`src/hw/rtl/vrp_div.sv`:
```
// Two-lane restoring divider, one quotient bit per pipeline stage.
module vrp_div #(
    parameter int DEN_W = 25,
    parameter int QB    = 18,
    parameter int SB_W  = 29
)(
    input  logic             clk,
    input  logic             rst_n,
    input  logic             en,
    input  logic             in_valid,
    input  logic [DEN_W-1:0] rem_in [2],
    input  logic [QB-1:0]    low_in [2],
    input  logic [DEN_W-1:0] den_in,
    input  logic [SB_W-1:0]  sb_in,
    output logic             out_valid,
    output logic [QB-1:0]    quo [2],
    output logic             rem_nz [2],
    output logic [SB_W-1:0]  sb_out
);
    logic [DEN_W-1:0] rem_a [QB+1][2];
    logic [QB-1:0]    low_a [QB+1][2];
    logic [QB-1:0]    q_a   [QB+1][2];
    logic [DEN_W-1:0] den_a [QB+1];
    logic [SB_W-1:0]  sb_a  [QB+1];
    logic             v_a   [QB+1];

    assign v_a[0]   = in_valid;
    assign den_a[0] = den_in;
    assign sb_a[0]  = sb_in;

    for (genvar l = 0; l < 2; l++)
    begin : g_in
        assign rem_a[0][l] = rem_in[l];
        assign low_a[0][l] = low_in[l];
        assign q_a[0][l]   = '0;
    end

    for (genvar s = 0; s < QB; s++)
    begin : g_stage
        always_ff @(posedge clk or negedge rst_n)
        begin
            if (!rst_n)
                v_a[s+1] <= 1'b0;
            else if (en)
                v_a[s+1] <= v_a[s];
        end

        always_ff @(posedge clk)
        begin
            if (en)
            begin
                den_a[s+1] <= den_a[s];
                sb_a[s+1]  <= sb_a[s];
            end
        end

        for (genvar l = 0; l < 2; l++)
        begin : g_lane
            logic [DEN_W:0] trial;
            logic [DEN_W:0] diff;
            logic           take;

            assign trial = {rem_a[s][l], low_a[s][l][QB-1]};
            assign diff  = trial - {1'b0, den_a[s]};
            assign take  = (trial >= {1'b0, den_a[s]});

            always_ff @(posedge clk)
            begin
                if (en)
                begin
                    rem_a[s+1][l] <= take ? diff[DEN_W-1:0] : trial[DEN_W-1:0];
                    low_a[s+1][l] <= low_a[s][l] << 1;
                    q_a[s+1][l]   <= {q_a[s][l][QB-2:0], take};
                end
            end
        end
    end

    assign out_valid = v_a[QB];
    assign sb_out    = sb_a[QB];
    for (genvar l = 0; l < 2; l++)
    begin : g_out
        assign quo[l]    = q_a[QB][l];
        assign rem_nz[l] = |rem_a[QB][l];
    end
endmodule

```
`config.mk`:
```
export PLATFORM = sky130hd
export DESIGN_NAME = vrp_div
export DESIGN_NICKNAME = d
export VERILOG_FILES = /design/src/hw/rtl/vrp_div.sv
export SDC_FILE = /design/constraint.sdc
export NUM_CORES = 2
export LEC_CHECK = 0
export BUFFER_PORTS_ARGS = -buffer_cell sky130_fd_sc_hd__buf_2
export CAP_MARGIN = 20
export CELL_PAD_IN_SITES_DETAIL_PLACEMENT = 1
export CELL_PAD_IN_SITES_GLOBAL_PLACEMENT = 1
export CORE_UTILIZATION = 57
export DETAILED_ROUTE_END_ITERATION = 12
export PLACE_DENSITY_LB_ADDON = 0.08
export SLEW_MARGIN = 40
export SYNTH_ARGS = -nofsm -noshare
export SYNTH_HDL_FRONTEND = slang
export SYNTH_SLANG_ARGS = --single-unit
```
`constraint.sdc`:
```
create_clock -name clk -period 7.65 [get_ports clk]
set_input_delay 1.1475 -clock clk [delete_from_list [all_inputs] [get_ports clk]]
set_output_delay 1.1475 -clock clk [all_outputs]
set_load 0.02 [all_outputs]
```
==> reports/results.txt <==
Status: complete, no violations
Worst-margin pin slew: 0.9192 ns
Final Hold Vio Count: 0
Global-route wire length before repair: 568,600 um
CTS buffer count: 285
Sequential Power Share: 35.0%
Root Driver: clkbuf_16
Place WS: 2.391 ns
Via density: 6.349
Netlist cell types: 93
Net Count, Synth: 11,440
Fraction of layout cells with a size suffix above 1: 11.12%
Logic pwr share: 43.8%
Total wire length: 387,300 um
Post-synth EDFFs: 2,495
CP Cell Sequence: inv_1, ha_1, inv_1, fa_1, a21o_1, a31o_2, a211oi_1, o31ai_2, a21oi_1, nor3b_1, a21oi_1, nor4_4, buf_4, mux2_2
CP startpoint: g_stage[17].g_lane[0].trial[0]
Layer with the highest usage: met2
Antenna violations before repair: 22
Post-DP HPWL: 269,800 um
Crit-path max FO: 40
Chip height: 479.0 um
Largest net degree at the start of global routing: 166
Worst-skew pair later-pin latency: 1.01 ns
Final cell count without fillers: 13,880
CP max stage cell: nor3b_1
Hold slack: 0.1070 ns
Die area: 229,400 um^2
Switching power total: 24,840 uW
Setup slack after layout: 2.208 ns
P_int: 39,130 uW
Cell Rows: 174
Final ANT Viol Nets: 0
Post-Syn Area: 129,700 um^2
Met2 Usage GRT: 52.65%
Synth top area share: 57.78%
Setup Skew: 0.1292 ns
Peak VDD IR: 273.6 uV
Setup Buffers After CTS: 0
Crit path kind: flop to flop
Area leader, netlist: edfxtp_1
Cell Count Post-Placement: 13,380
Hold Crit Class: input pin to asynchronous set/reset pin
Min Clock Period, post-route: 5.442 ns
Max stage delay on crit path: 0.69 ns
Critical path required time: 8.34 ns
Worst EP arrival: 6.13 ns
Net Sw Frac: 38.83%
DR WL/cell: 27.89 um
Rel. slew slack: 38.20%
Cts repair resizes: 0
Ports: 212
Fillers: 22,060
Reg-to-reg slack, setup: 2.21 ns
H-tree depth: 5
RSZ-0062 raised after global routing: false
Layout Nets: 11,760
Reg2Reg Launch Point: g_stage[17].g_lane[0].trial[0]
Port Buffers: 211
Largest cells by area after synthesis: edfxtp_1 58%, ha_1 8.7%, mux2_2 3.7%
Core area: 225,500 um^2
Reg clk slew, reported paths: 0.07 ns
Hold Buf Count CTS: 0
Gr ovfl total: 0
Post-synthesis sequential area ratio: 58.13%
CTS tree: built
Crit. End Element: flop
Power per Cell Area: 446.8 nW/um^2
Ys flop type: edfxtp_1
Stages on worst setup path: 14
Die W: 479.0 um
P_leak: 0.05592 uW
Slew Limit Fails: 0
# Max-Cap Violations: 0
Mapped Cells: 10,360
Drt pass-1 iters: 6
Max clock buf depth: 4
Ys async rst share: 0.7163%
Vias: 88,140
Top-count cell post-synth: edfxtp_1
Post-Syn Area per Cell: 12.52 um^2
Tcrit/Tclk final: 71.14%
Vias in the first global route: 91,120
Critical path's top delay family: compound AO/OA/AOI/OAI gates
Synth-to-Final Area Change: 10.43%
Gr usage total: 32.59%
Layout Utilization: 63.49%
Initial Util: 57.49%
DR iter-0 viols: 8,334
Reg2reg path depth: 14
Ys Warns: 0
Met1 Usage GRT: 45.15%
Setup_tns: 0 ns
Buffers and inverters on the worst path: 3
FMAX: 0.1837 GHz
Final setup viols: 0
Most common library cells after synthesis: 2,495 x edfxtp_1, 900 x ha_1, 813 x a21oi_1
Post-route DRC: 0
Met3 Use GR: 5.040%
Placer Congestion: 0.9346
Clock power share: 21.2%
CTS sink cnt: 2,513
Number of synthesized register bits: 2,513
Startpoint Class: flop
==> state kept, by name, summed over array words and instances, names as in the netlist <==
signal and flops:
quo 36, out_valid 1, g_stage.g_lane.trial 884, sb_a 493, rem_a 50, den_a 425
q_a 306, v_a 17, sb_out 29, low_a 272
==> area by class of cell <==
cell class	count	area, um^2	area share (%)
Multi-Input combinational cell	6880	50540	35.29
Clock inverter	141	1415	0.9882
Sequential cell	2513	75370	52.64
Timing Repair Buffer	289	1987	1.388
Antenna cell	14	35.03	0.02447
Tap cell	2992	3744	2.614
Inverter	714	2680	1.872
Clock buffer	340	7423	5.184
==> cells by family after synthesis <==
family / Yosys count / synth area share (%)
AO/OA/AOI/OAI: 2610 / 12.60
flip-flops: 2513 / 58.13
AND/OR/NAND/NOR: 2108 / 7.742
buffers and inverters: 968 / 3.075
adder cells (fa/ha/maj): 936 / 9.240
XOR/XNOR: 753 / 5.086
multiplexers: 473 / 4.132
==> through the flow <==
| step | total power [uW] | area [um^2] |
|---|---|---|
| 2_1_floorplan | 40650 | 129700 |
| 3_3_place_gp | 47660 | 134000 |
| 3_5_place_dp | 49180 | 134200 |
| 4_1_cts | 63420 | 143000 |
| 5_1_grt | 66890 | 143200 |
| 6_report | 63970 | 143200 |
==> power groups by stage <==
stage | sequential [uW] | combinational, uW | clock, uW
floorplan | 21100 | 19500 | 0
global placement | 22300 | 25300 | 0
detailed placement | 22400 | 26700 | 0
CTS | 22300 | 27400 | 13700
global route | 22600 | 30200 | 14100
finish | 22400 | 28000 | 13600
==> placed cells by master (no fill, tap or decap), types with 52 or more instances in the layout <==
master	instances
nand2_1	638
o21bai_1	110
a31oi_1	64
a211oi_1	66
o31ai_1	52
xor2_1	301
a21oi_1	812
buf_2	210
o21ai_0	671
inv_1	713
xnor2_1	452
mux2_2	422
nand4_1	125
ha_1	900
and3_1	57
a21o_1	348
buf_4	52
clkbuf_16	289
nand2b_1	121
o21a_1	107
nor2_1	556
nand3_1	150
edfxtp_1	2495
nor3_1	128
nor2b_1	99
==> path summary, 6_finish.rpt <==
kind                              to
max                        rem_a[37]
min                          v_a[10]
max reg2reg                rem_a[37]
min reg2reg                sb_a[207]
max in group asynchronous    v_a[12]
min in group clk           sb_a[512]
==> metal layers <==
| metal | vias to the layer above | wire (um) |
|---|---|---|
| met5 | - | 74 |
| met1 | 44250 | 165600 |
| li1 | 39420 | - |
| met2 | 3647 | 181000 |
| met3 | 807 | 26450 |
| met4 | 12 | 14130 |
No activity file was read; power rests on OpenSTA's default activity.
